**src/sv/streaming_fir_full_convolution_assert.svh**
```systemverilog
// ----------------------------------------------------------------------------
// Assertion macros
// Shared concurrent assertion wrappers for the streaming FIR block.
// ----------------------------------------------------------------------------
`ifndef STREAMING_FIR_FULL_CONVOLUTION_ASSERT_SVH
`define STREAMING_FIR_FULL_CONVOLUTION_ASSERT_SVH

`ifndef NO_ASSERTIONS
// checked only out of reset
`define SFIR_ASSERT(lbl, prop, msg) \
    lbl: assert property (@(posedge i_clk) disable iff (!i_rst_n) prop) else $error(msg);
// checked at every edge, reset included
`define SFIR_ASSERT_ALWAYS(lbl, prop, msg) \
    lbl: assert property (@(posedge i_clk) prop) else $error(msg);
`else
`define SFIR_ASSERT(lbl, prop, msg)
`define SFIR_ASSERT_ALWAYS(lbl, prop, msg)
`endif

`endif

```
**src/sv/sfir_pkg.sv**
```systemverilog
// ----------------------------------------------------------------------------
// sfir_pkg
// Types and constants for the streaming transposed-form FIR filter.
// ----------------------------------------------------------------------------
package sfir_pkg;

    localparam int MAX_TAPS_DEF = 8;
    localparam int SAMPLE_W     = 16;
    localparam int COEFF_W      = 16;
    localparam int PROD_W       = SAMPLE_W + COEFF_W;
    localparam int VALUE_W      = 35;
    localparam int TAP_CNT_W    = 4;
    localparam int CFG_DATA_W   = 64;
    localparam int CFG_IDX_W    = 2;

    localparam logic [CFG_IDX_W-1:0] REG_TAP_COUNT  = 2'd0;
    localparam logic [CFG_IDX_W-1:0] REG_COEFF_LOW  = 2'd1;
    localparam logic [CFG_IDX_W-1:0] REG_COEFF_HIGH = 2'd2;

    localparam logic [TAP_CNT_W-1:0] TAP_COUNT_RST = 4'd1;

    typedef struct packed {
        logic signed [SAMPLE_W-1:0] sample;
        logic                       end_of_signal;
    } t_in_item;

    typedef struct packed {
        logic signed [VALUE_W-1:0] value;
        logic                      final_output;
    } t_out_item;

    // chain control, common to every cell
    typedef struct packed {
        logic advance;
        logic clear;
    } t_cell_ctrl;

endpackage

```
**src/sv/sfir_cell.sv**
```systemverilog
// ----------------------------------------------------------------------------
// sfir_cell
// One tap of the transposed chain: holds a partial sum, adds its product.
// ----------------------------------------------------------------------------
`include "streaming_fir_full_convolution_assert.svh"

module sfir_cell (
    input  logic                                   i_clk,
    input  logic                                   i_rst_n,
    input  sfir_pkg::t_cell_ctrl                   i_ctrl,
    input  logic signed [sfir_pkg::SAMPLE_W-1:0]   i_sample,
    input  logic signed [sfir_pkg::COEFF_W-1:0]    i_coeff,
    input  logic signed [sfir_pkg::VALUE_W-1:0]    i_sum_next,
    output logic signed [sfir_pkg::VALUE_W-1:0]    o_mac
);

    logic signed [sfir_pkg::VALUE_W-1:0] r_sum;
    logic signed [sfir_pkg::VALUE_W-1:0] n_sum;
    logic signed [sfir_pkg::PROD_W-1:0]  w_prod;

    assign w_prod = i_sample * i_coeff;
    assign o_mac  = {{(sfir_pkg::VALUE_W - sfir_pkg::PROD_W){w_prod[sfir_pkg::PROD_W-1]}},
                     w_prod} + r_sum;

    always_comb begin
        n_sum = r_sum;
        if (i_ctrl.advance) begin
            n_sum = i_ctrl.clear ? '0 : i_sum_next;
        end
    end

    always_ff @(posedge i_clk) begin
        if (!i_rst_n) begin
            r_sum <= '0;
        end else begin
            r_sum <= n_sum;
        end
    end

    `SFIR_ASSERT(a_cell_hold, !i_ctrl.advance |=> $stable(r_sum), "partial sum moved without advance")
    `SFIR_ASSERT(a_cell_clear, i_ctrl.advance && i_ctrl.clear |=> r_sum == '0, "partial sum not cleared")
    `SFIR_ASSERT_ALWAYS(a_cell_rst, !i_rst_n |=> r_sum == '0, "partial sum not zero after reset")

endmodule

```
**config.mk**
```make
export PLATFORM = sky130hd
export DESIGN_NAME = sfir_cell
export DESIGN_NICKNAME = d
export VERILOG_FILES = /design/src/sv/sfir_pkg.sv /design/src/sv/sfir_cell.sv
export VERILOG_INCLUDE_DIRS = /design/src /design/src/sv
export SDC_FILE = /design/constraint.sdc
export NUM_CORES = 1
export LEC_CHECK = 0
export ABC_AREA = 1
export CORE_UTILIZATION = 50
export DETAILED_ROUTE_END_ITERATION = 8
export DONT_BUFFER_PORTS = 1
export GPL_TIMING_DRIVEN = 0
export SETUP_SLACK_MARGIN = 0.5
export SLEW_MARGIN = 0
export SYNTH_ARGS = -nofsm -noshare
export SYNTH_HDL_FRONTEND = slang
export SYNTH_SLANG_ARGS = --single-unit
```
**constraint.sdc**
```tcl
create_clock -name i_clk -period 9.6 [get_ports i_clk]
set_input_delay 0.96 -clock i_clk [delete_from_list [all_inputs] [get_ports i_clk]]
set_output_delay 0.96 -clock i_clk [all_outputs]
set_load 0.1 [all_outputs]
```
After elaboration in Yosys (flattened, before gate mapping)
Cells that the tools add are included.

cells by class
  add/subtract/negate cells = 1
  multiply operators = 1
  muxes and demuxes = 1

operator list
  cell              number
  $add A35 B35 Y35  1
  $mux W35          1
  $mul A16 B16 Y32  1

storage, ports and cells
  output and inout port bits = 35
  input port bits = 71
  register bits = 35
  logic and storage cells = 4

Longest topological paths before layout
Gate-level depths: netlist of the first run.

  depth after elaboration = 2
  mapped depth = 37
  mapped depth without buffers = 35

Least setup slack after synthesis of the first run
Ideal clock, no wire load.

  path type = input -> output
  start = input port i_coeff[3] (netlist name)
  end = output port o_mac[33] (netlist name)
  stages = 28
  slack = 0.125 ns
  arrival = 8.515 ns
  buffers on the path = 2
  data required time = 8.640 ns
  path through = clkbuf_1 > clkbuf_1 > nand2_1 > fa_1 > inv_1 > fa_1 > fa_1 > fa_1 > fa_1 > inv_1 > fa_1 > inv_1 > ha_1 > nand2_1 > inv_1 > a21oi_1 > inv_1 > a21oi_1 > nand2_1 > xor2_1 > ha_1 > nand2_1 > nor2_1 > inv_1 > nor4_4 > nand3_1 > nand3_1 > xor2_1

between the ends
  word-level cells in the longest chain between the ends = 2

ends and longest elaborated chain
  item                RTL line         RTL
  start: declaration  sfir_cell.sv:12  input logic signed [sfir_pkg::COEFF_W-1:0] i_coeff,
  $mul A16 B16 Y32    sfir_cell.sv:21  assign w_prod = i_sample * i_coeff;
  $add A35 B35 Y35    sfir_cell.sv:23  w_prod} + r_sum;
  end: declaration    sfir_cell.sv:14  output logic signed [sfir_pkg::VALUE_W-1:0] o_mac

No other way between the ends.

Worst setup path in the final report of the first run
  start = input port i_coeff[15] (netlist name)
  end = output port o_mac[33] (netlist name)

Same word-level chain as after synthesis.

==> results of run 1 <==
## final cells by class
type                    instances  area share [%]
multi-input cells            1294            74.2
flip-flops and latches         35            4.29
well taps                     378            2.89
plain buffers                  71            4.14
clock inverters                 1          0.0306
clock buffers                   6           0.850
inverters                     520            12.0
repair buffers                 31            1.68
## repair_timing
item	4_1_cts	5_1_grt
gates cloned	0	1
resized for setup	149	209
setup buffers	4	26
hold buffers	0	0
pin swaps	10	44
setup endpoints to repair	23	20
## layer usage
| metal | vias up | track usage (%) |
|---|---|---|
| met1 | 5799 | 38.2 |
| met4 | 0 | 9.09 |
| met3 | 72 | 3.24 |
| met2 | 336 | 48.1 |
| li1 | 5688 | - |
| met5 | - | 0 |
## logic make-up (layout without fill, tap and decap cells)
family,Yosys count,count (layout)
AO/OA/AOI/OAI,185,185
XOR/XNOR,52,52
adder cells (fa/ha/maj),382,382
buffers and inverters,591,629
flip-flops,35,35
AND/OR/NAND/NOR,675,675
## worst min path at each step
| stage | from | end | depth (start not counted) |
|---|---|---|---|
| finish | r_sum[0] | r_sum[0] | 2 |
| CTS | r_sum[0] | r_sum[0] | 2 |
| detailed placement | r_sum[30] | r_sum[30] | 2 |
| global placement | r_sum[30] | r_sum[30] | 2 |
| global route | r_sum[2] | r_sum[2] | 2 |
| floorplan | r_sum[0] | r_sum[0] | 2 |
## through the flow
| stage | setup WS (ps) | area [sq um] |
|---|---|---|
| floorplan | 608 | 14100 |
| global placement | -881 | 14600 |
| detailed placement | -920 | 14700 |
| CTS | 450 | 15400 |
| global route | 420 | 16300 |
| finish | 665 | 16300 |
## worst reg2reg max path, delay by kind of cell, from the launching register on
family	cells	cell delay, ps
AO/OA/AOI/OAI	1	140
flip-flops	1	420
AND/OR/NAND/NOR	1	80
## cell usage in the layout (no fill, tap or decap), types with 8 or more instances in the layout
cell type    n
nand2_1    448
nor2_1      67
nand4_1      9
inv_2       14
ha_1        92
clkbuf_4     8
o21ai_1     10
dfxtp_1     35
xnor2_1      9
nor2_2      10
a21oi_1     83
buf_8       20
xor2_1       9
o21ai_0     27
xor2_4      12
buf_6        9
a21o_1       8
a21oi_2     17
nand3_1     68
clkbuf_1    15
fa_2         8
inv_1      502
buf_4       35
xor2_2      17
ha_4        20
fa_1       255
nand2_2     37
==> impl_results.md, run 1 <==
* Status: finished clean
* Largest register FFs at 35
* Max-cap viol count at 0
* Fin. Hold Viols at 0
* TritonCTS buffer count at 5
* H-tree depth at 2
* Row count at 61
* Top cell type by total area after synthesis: fa_1
* FFs w/ async S/R, synth at 0%
* Worst setup SP type: input pin
* Clk Latency, worst-skew pair at approximately 280 ps
* Highest Clock Rate at between 0.1 and 0.15 GHz
* Die X-Extent at 170 um
* Reg-to-Reg End: r_sum[31]
* Reg2Reg Setup Slack at 8890 ps
* Top cell family by delay on the critical path: adder cells
* Detail Placement HPWL at between 30000 and 40000 um
* Utilization after layout at 59.0%
* Mapped Cells at roughly 1900
* Routed WL at approximately 40000 um
* Crit path buffers/inverters at 6
* Post-Synth Adder-Cell Area at roughly 48%
* Congestion Overflow GR at 0
* Final hold slack at ~480 ps
* Worst hold path type: reg -> reg
* Die ar. at 0.0288 sq mm
* Multi-input logic area at approximately 0.012 sq mm
* Reg2Reg Depth at 2
* Syn_nets at 2373
* Layout cells sized above 1 at about 15%
* XOR/XNOR share of the synthesized area at around 3.3%
* Core area at 0.0277 sq mm
* Global placement routability congestion at 0.924
* Register area share after synthesis at 4.98%
* RSZ-0062 raised after global routing: true
* Crit path DAT at approximately 8000 ps
* Synthesized cell area at between 0.01 and 0.015 sq mm
* # placed instances at 2298
* Worst setup path end: o_mac[33]
* Post-DR vias/cell at around 5.1
* CTS tree: built
* Setup TNS at 0 ps
* Worst setup path start: i_coeff[15]
* Critical path class: in -> out
* CP endpoint kind: primary output
* Crit share post-route at between 90% and 100%
* Clk buf depth at 2
* Most frequent cell after synthesis: inv_1
* EDFF count, synth at 0
* Worst-path clk slew at roughly 50 ps
* DRT iter0 DRCs at roughly 670
* Metal2 WL at between 15000 and 20000 um
* Largest family of logic cells by synthesized area: adder cells
* Synth unique cells at between 40 and 50
* Clock root cell: clkbuf_16
* Yosys top cell area share at a little under two fifths
* Slowest stage delay, CP at about 610 ps
* Num Clock Sinks at 35
* Area grow syn2layout at 16.1%
* GR Util All Layers at about 29%
* Filler Cells Inserted at 2634
* Nets at roughly 2400
* Yosys reg bits at 35
* I/O Buffers at 0
* WP depth at 28
* Max transition margin at a little over an eighth
* Ant. Diodes at 0
* Vias in the first global route at around 12000
* Compound-cell area share of the yosys netlist at a little under 8%
* R2r startpoint: r_sum[31]
* Met3 wire length at between 2000 and 2500 um
* Slew @ Worst Pin at between 1000 and 1500 ps
* Pin count of the biggest net entering global routing at 11
* Top Registers: r_sum (35)
* Routed met1 length at roughly 17000 um
* Final setup violation count at 0
* Highest metal used: met4
* Fin crit period at 8930 ps
* Final Instance Count excl. Fillers at approximately 2300
* Initial antenna violation count at 0
* Crit-path slowest cell: xor2_4
* Final ANT Viol Nets at 0
* Max Slew Vio Count at 0
* Drt pass-1 iters at 5
* Synth top area cells: fa_1 (37%), inv_1 (14%), nand2_1 (13%)
* Post-synth top cells: inv_1 (514), nand2_1 (471), fa_1 (263)
* Synth Warn # at 0
* Initial Utilization at approximately 51%
* Post-synthesis mux area share at 0%
* Wire per inst at approximately 17 um
* Simple-gate area share of the yosys netlist at between 20% and 30%
* Synth Area per Inst at 7.33 sq um
* Biggest register: r_sum
* Synth Flop Type: dfxtp_1
* First-pass GRT wire length at approximately 63000 um
* Clk_skew at 0 ps
* Via Count at approximately 12000
* Most numerous cell on the critical path: fa_1
* I/O pin count at 106
* Worst Path Max Fanout at 10
* Die span in y at between 150 and 200 um
* Crit path required time at 8640 ps
* Storage cell area at approximately 700 sq um
* # DRC at 0
Power of run 1 is left out: the tool's default activity adds up to more than one toggle a clock period on the data nets, which glitch-free logic cannot reach.
==> run 2, diff against run 1 <==
CORE_ASPECT_RATIO = 1.5   (was unset)
clock period = 8.6 ns   (was 9.6 ns; I/O delays follow)
==> run 2 against run 1 <==
  * The flow now finishes with violations (DRC)
  * Highest routed layer unchanged
  * Die area about the same
  * Critical path type unchanged
  * Clock skew unchanged
  * First-iteration DRC count decreased by 6.3%
  * Largest cell class unchanged
==> impl_results.md, run 2 (synthesized netlist as in run 1, its figures left out) <==
* CP endpoint kind: primary output (unchanged)
* Top Registers: r_sum (35) (unchanged)
* R2r startpoint: r_sum[31] (unchanged)
* CTS tree: built (unchanged)
* Clk buf depth at 2 (unchanged)
* Congestion Overflow GR at 0 (unchanged)
* Crit-path slowest cell: fa_1 (was xor2_4)
* Drt pass-1 iters at 9 (was 5)
* Crit share post-route at between 90% and 100%
* Max Slew Vio Count at 0 (unchanged)
* RSZ-0062 raised after global routing: true (unchanged)
* Hold Path Stages at 2 (unchanged)
* Die X-Extent at 139 um (was 170 um)
* Most frequent cells in the layout: inv_1 (468), nand2_1 (391), fa_1 (245) (was inv_1 (502), nand2_1 (448), fa_1 (255))
* Crit path buffers/inverters at 9 (was 6)
* Initial Utilization at 51.3% (was 50.8%)
* Worst hold path type: reg -> reg (unchanged)
* CTS Hold Bufs at 0 (unchanged)
* Area grow syn2layout at 36.9% (was 16.1%)
* Highest Clock Rate at 0.117 GHz
* DRT iter0 DRCs at 623 (was 665)
* Worst-path clk slew at 50 ps (about the same)
* Worst setup SP type: input pin (unchanged)
* Crit path DAT at 7680 ps (was 7970 ps)
* Row count at 74 (was 61)
* Fin crit period at 8540 ps
* Slowest stage delay, CP at 630 ps (was 610 ps)
* Critical path class: in -> out (unchanged)
* Top cell family by delay on the critical path: adder cells (unchanged)
* Routed WL at 46500 um (was 39800 um)
* Slew @ Worst Pin at 1260 ps (was 1300 ps)
* Final setup violation count at 0 (unchanged)
* Pin count of the biggest net entering global routing at 11 (unchanged)
* TritonCTS buffer count at 5 (unchanged)
* Reg2Reg Depth at 2 (unchanged)
* Max transition margin at 15.4% (was 13.1%)
* WHS Endpoint: r_sum[0] (unchanged)
* Crit path required time at 7740 ps (was 8640 ps)
* GR Util All Layers at 32.8% (was 28.5%)
* Final ANT Viol Nets at 0 (unchanged)
* # placed instances at 2262 (was 2298)
* Largest register FFs at 35 (unchanged)
* Ant. Diodes at 0 (unchanged)
* Biggest register: r_sum (unchanged)
* Final Instance Count excl. Fillers at 2406 (was 2336)
* # DRC at 2 (was 0)
* I/O Buffers at 0 (unchanged)
* Leading cell type in the layout, fill and taps excluded: inv_1 (unchanged)
* Vias in the first global route at 13735 (was 11995)
* Filler Cells Inserted at 2172 (was 2634)
* Final hold slack at 472 ps (was 477 ps)
* Layout cells sized above 1 at 29.4% (was 14.7%)
* Wire per inst at 19.3 um (was 17.1 um)
* Fin. Hold Viols at 0 (unchanged)
* Status: finished, violations left (was finished clean)
* Initial antenna violation count at 0 (unchanged)
* Post-DR vias/cell at 5.31 (was 5.09)
* Max-cap viol count at 0 (unchanged)
* Clock root cell: clkbuf_16 (unchanged)
* Nets at 2517 (was 2411)
* Global placement routability congestion at 0.967 (was 0.924)
* First-pass GRT wire length at 72300 um (was 63000 um)
* Detail Placement HPWL at 35800 um (was 33700 um)
* Worst Path Max Fanout at 9 (was 10)
* Failing checks: DRC
* Most numerous cell on the critical path: fa_1 (unchanged)
* Die span in y at 207 um (was 170 um)
* H-tree depth at 2 (unchanged)
* Via Count at 12773 (was 11895)
* Core area at 0.0274 sq mm (was 0.0277 sq mm)
* Num Clock Sinks at 35 (unchanged)
* I/O pin count at 106 (unchanged)
* Clk Latency, worst-skew pair at 290 ps (was 280 ps)
* Reg-to-Reg End: r_sum[31] (unchanged)
* Hold_sp: r_sum[0] (unchanged)
* Reg2Reg Setup Slack at 7790 ps (was 8890 ps)
* Storage cell area at 701 sq um (unchanged)
* Die ar. at 0.0288 sq mm (about the same)
* Clk_skew at 0 ps (unchanged)
* Multi-input logic area at 0.0136 sq mm (was 0.0121 sq mm)
## run 2: cell count changes in the layout (fill, tap and decap cells not counted), moves of 24 or more
cell	previous run	this run
buf_4	35	112
nand2_1	448	391
inv_1	502	468
clkbuf_16	6	39
inv_2	14	41
nand2_2	37	62
nand2_4	4	29
a21oi_1	83	59
ha_4	20	44
## run 2: timing repair
action | 4_1_cts | 5_1_grt
pin swaps | 136 | 121
cloned | 3 | 1
endpoints found under the setup margin | 26 | 26
gates resized for setup | 440 | 224
setup buffers | 98 | 35
## run 2: layer usage
| metal | track usage, % | vias to the layer above | routed length, um |
|---|---|---|---|
| li1 | - | 5895 | - |
| met1 | 33.9 | 6288 | 15800 |
| met2 | 62.6 | 410 | 25000 |
| met3 | 3.04 | 180 | 2030 |
| met4 | 21.0 | 0 | 3720 |
| met5 | 0 | - | 0 |
## run 2: per-stage QoR
step           setup TNS [ps]  cell area (sq um)  utilization (%)  setup WS (ps)
4_1_cts                     0              18000             65.8           45.0
3_5_place_dp           -20230              14900             54.4          -1340
6_report                    0              19300             70.3           56.1
3_3_place_gp           -21280              14900             54.2          -1370
2_1_floorplan               0              14400                -            312
5_1_grt                  -659              19300             70.3           -176
## run 2: final cells by class
type | instances | share of cell area (%)
multi-input combinational | 1294 | 70.8
inverter | 520 | 10.3
timing repair buffer | 137 | 6.24
buffer | 71 | 6.01
sequential | 35 | 3.64
tap | 342 | 2.22
clock buffer | 6 | 0.669
clock inverter | 1 | 0.156
## run 2: worst max-delay path by stage
stage	slack, ps	endpoint	cells past startpoint	start
after floorplan	310	o_mac[33]	27	i_coeff[1]
after global placement	-1370	o_mac[29]	27	i_sample[1]
after detailed placement	-1340	o_mac[29]	27	i_sample[1]
after CTS	40	o_mac[33]	32	i_coeff[6]
after global routing	-180	o_mac[33]	36	i_coeff[6]
final	60	o_mac[26]	31	i_coeff[8]
## run 2: worst min-delay path, stage by stage (launching register included)
cell,delay [ps]
dfxtp_1,310
nand2_1,60
a21oi_1,50
Power of run 2 is left out for the same reason.
==> run 3, diff against run 2 <==
==> constraint.sdc (replaced) <==
create_clock -name i_clk -period 8.6 [get_ports i_clk]
set_input_delay 0 -clock i_clk [delete_from_list [all_inputs] [get_ports i_clk]]
set_output_delay 0 -clock i_clk [all_outputs]
set_load 0.1 [all_outputs]
==> run 3 against run 2 <==
  * The flow finishes with violations (DRC, hold timing)
  * Fmax increased by 9.1%
  * Critical endpoint is now o_mac[23]
  * Critical path type unchanged
  * Critical path depth decreased by 2
  * Highest routed layer unchanged
  * Worst hold slack got worse by 480 ps
  * Register-to-register slack improved by 100 ps
  * Count of clock-buffer cells in the layout unchanged
  * Worst setup slack improved by 710 ps
  * Sequential share of layout area increased by 0.94 points
  * Core utilization decreased by 14 points
  * Global-route usage decreased by 2.8 points
  * Final area decreased by 20%
==> impl_results.md, run 3 (synthesized netlist as in run 1, its figures left out) <==
* Status: finished, violations left (unchanged)
* Failing checks: DRC, hold timing (was DRC)
* Area grow syn2layout at 8.86% (was 36.9%)
* Biggest register: r_sum (unchanged)
* Final setup violation count at 0 (unchanged)
* Highest Clock Rate at 0.128 GHz (was 0.117 GHz)
* Max transition margin at 14.7% (was 15.4%)
* Slew @ Worst Pin at 1270 ps (was 1260 ps)
* Congestion Overflow GR at 0 (unchanged)
* Die span in y at 207 um (unchanged)
* Setup repair bufs after CTS at 0 (was 98)
* Vias in the first global route at 12892 (was 13735)
* Crit-path slowest cell: xor2_2 (was fa_1)
* Clk_skew at 0 ps (unchanged)
* Multi-input logic area at 0.0114 sq mm (was 0.0136 sq mm)
* Slowest stage delay, CP at 950 ps (was 630 ps)
* Filler Cells Inserted at 2721 (was 2172)
* Nets at 2415 (was 2517)
* Setup TNS at 0 ps (unchanged)
* Row count at 74 (unchanged)
* Clk Latency, worst-skew pair at 290 ps (about the same)
* Most frequent cells in the layout: inv_1 (514), nand2_1 (470), fa_1 (262) (was inv_1 (468), nand2_1 (391), fa_1 (245))
* WHS Endpoint: r_sum[34] (was r_sum[0])
* Die ar. at 0.0288 sq mm (unchanged)
* Reg-to-Reg End: r_sum[19] (was r_sum[31])
* Layout cells sized above 1 at 7.39% (was 29.4%)
* I/O Buffers at 0 (unchanged)
* Drt pass-1 iters at 7 (was 9)
* CP endpoint kind: primary output (unchanged)
* Num Clock Sinks at 35 (unchanged)
* Final ANT Viol Nets at 0 (unchanged)
* Largest register FFs at 35 (unchanged)
* Initial Utilization at 51.3% (unchanged)
* Wire per inst at 17.6 um (was 19.3 um)
* CTS tree: built (unchanged)
* Worst hold path type: in -> reg (was reg -> reg)
* Storage cell area at 701 sq um (unchanged)
* I/O pin count at 106 (unchanged)
* Top cell family by delay on the critical path: adder cells (unchanged)
* GR Util All Layers at 30.0% (was 32.8%)
* Worst-path clk slew at 50 ps (about the same)
* Crit path required time at 8600 ps (was 7740 ps)
* RSZ-0062 raised after global routing: false (was true)
* Pre-CTS setup slack at -38.0 ps (was -1340 ps)
* Initial antenna violation count at 0 (unchanged)
* Worst Path Max Fanout at 10 (was 9)
* Worst setup SP type: input pin (unchanged)
* Fin crit period at 7830 ps (was 8540 ps)
* Post-DR vias/cell at 5.16 (was 5.31)
* First-pass GRT wire length at 66700 um (was 72300 um)
* Core area at 0.0274 sq mm (unchanged)
* Leading cell type in the layout, fill and taps excluded: inv_1 (unchanged)
* Critical path class: in -> out (unchanged)
* R2r startpoint: r_sum[19] (was r_sum[31])
* Crit path DAT at 7830 ps (was 7680 ps)
* Setup ws final at 766 ps (was 56.1 ps)
* Detail Placement HPWL at 35400 um (was 35800 um)
* Crit share post-route at 91.1% (was 99.3%)
* Reg2Reg Setup Slack at 7890 ps (was 7790 ps)
* Routed WL at 40500 um (was 46500 um)
* Via Count at 11888 (was 12773)
* Pin count of the biggest net entering global routing at 11 (unchanged)
* Clk buf depth at 2 (unchanged)
* Clock root cell: clkbuf_16 (unchanged)
* Reg2Reg Depth at 2 (unchanged)
* TritonCTS buffer count at 5 (unchanged)
* Max Slew Vio Count at 0 (unchanged)
* Ant. Diodes at 0 (unchanged)
* Final hold slack at -7.70 ps (was 472 ps)
* Die X-Extent at 139 um (unchanged)
* Hold_sp: i_rst_n (was r_sum[0])
* # placed instances at 2262 (unchanged)
* Global placement routability congestion at 0.954 (was 0.967)
* H-tree depth at 2 (unchanged)
* Crit path buffers/inverters at 8 (was 9)
* Max-cap viol count at 0 (unchanged)
* # DRC at 1 (was 2)
* DRT iter0 DRCs at 573 (was 623)
* Top Registers: r_sum (35) (unchanged)
* Final Instance Count excl. Fillers at 2304 (was 2406)
* Hold Path Stages at 2 (unchanged)
* Fin. Hold Viols at 4 (was 0)
==> run 3: changes by cell type in the layout (fill, tap and decap cells not counted), moves of 40 or more <==
cell      previous run  this run
nand2_1            391       470
nand2_2             62        19
inv_1              468       514
ha_1                69       119
ha_4                44         0
clkbuf_2             2        42
buf_4              112         0
==> run 3: how the worst max path moves through the flow <==
stage | start | endpoint | slack [ps] | depth (start not counted)
final | i_coeff[7] | o_mac[23] | 770 | 29
after detailed placement | i_coeff[7] | o_mac[33] | -40 | 29
after global routing | i_coeff[7] | o_mac[33] | 510 | 29
after CTS | i_sample[7] | o_mac[33] | 520 | 29
after floorplan | i_coeff[3] | o_mac[33] | 1040 | 28
after global placement | i_coeff[7] | o_mac[33] | -570 | 29
==> run 3: layout make-up <==
class,count,share of cell area (%)
multi-input combinational,1294,74.5
inverter,520,12.7
sequential,35,4.57
tap,342,2.79
timing repair buffer,35,2.29
buffer,71,2.20
clock buffer,6,0.907
clock inverter,1,0.0327
==> run 3: what timing repair did <==
action,4_1_cts,5_1_grt
setup endpoints to repair,13,13
hold buffers,35,0
endpoints found under the hold margin,35,0
pin swaps,1,1
gates resized for setup,25,69
==> run 3: metal layers <==
metal,vias up,GRT usage (%),wire length (um)
met1,5715,32.6,14500
met2,340,55.4,21300
met4,0,18.2,2620
met3,124,3.60,2000
li1,5709,-,-
met5,-,0,0
==> run 3: metrics by stage <==
stage,util [%],area (sq um)
finish,55.9,15300
global route,55.9,15300
CTS,55.7,15300
detailed placement,53.6,14700
global placement,52.9,14500
floorplan,-,14100
Power of run 3 is left out for the same reason.
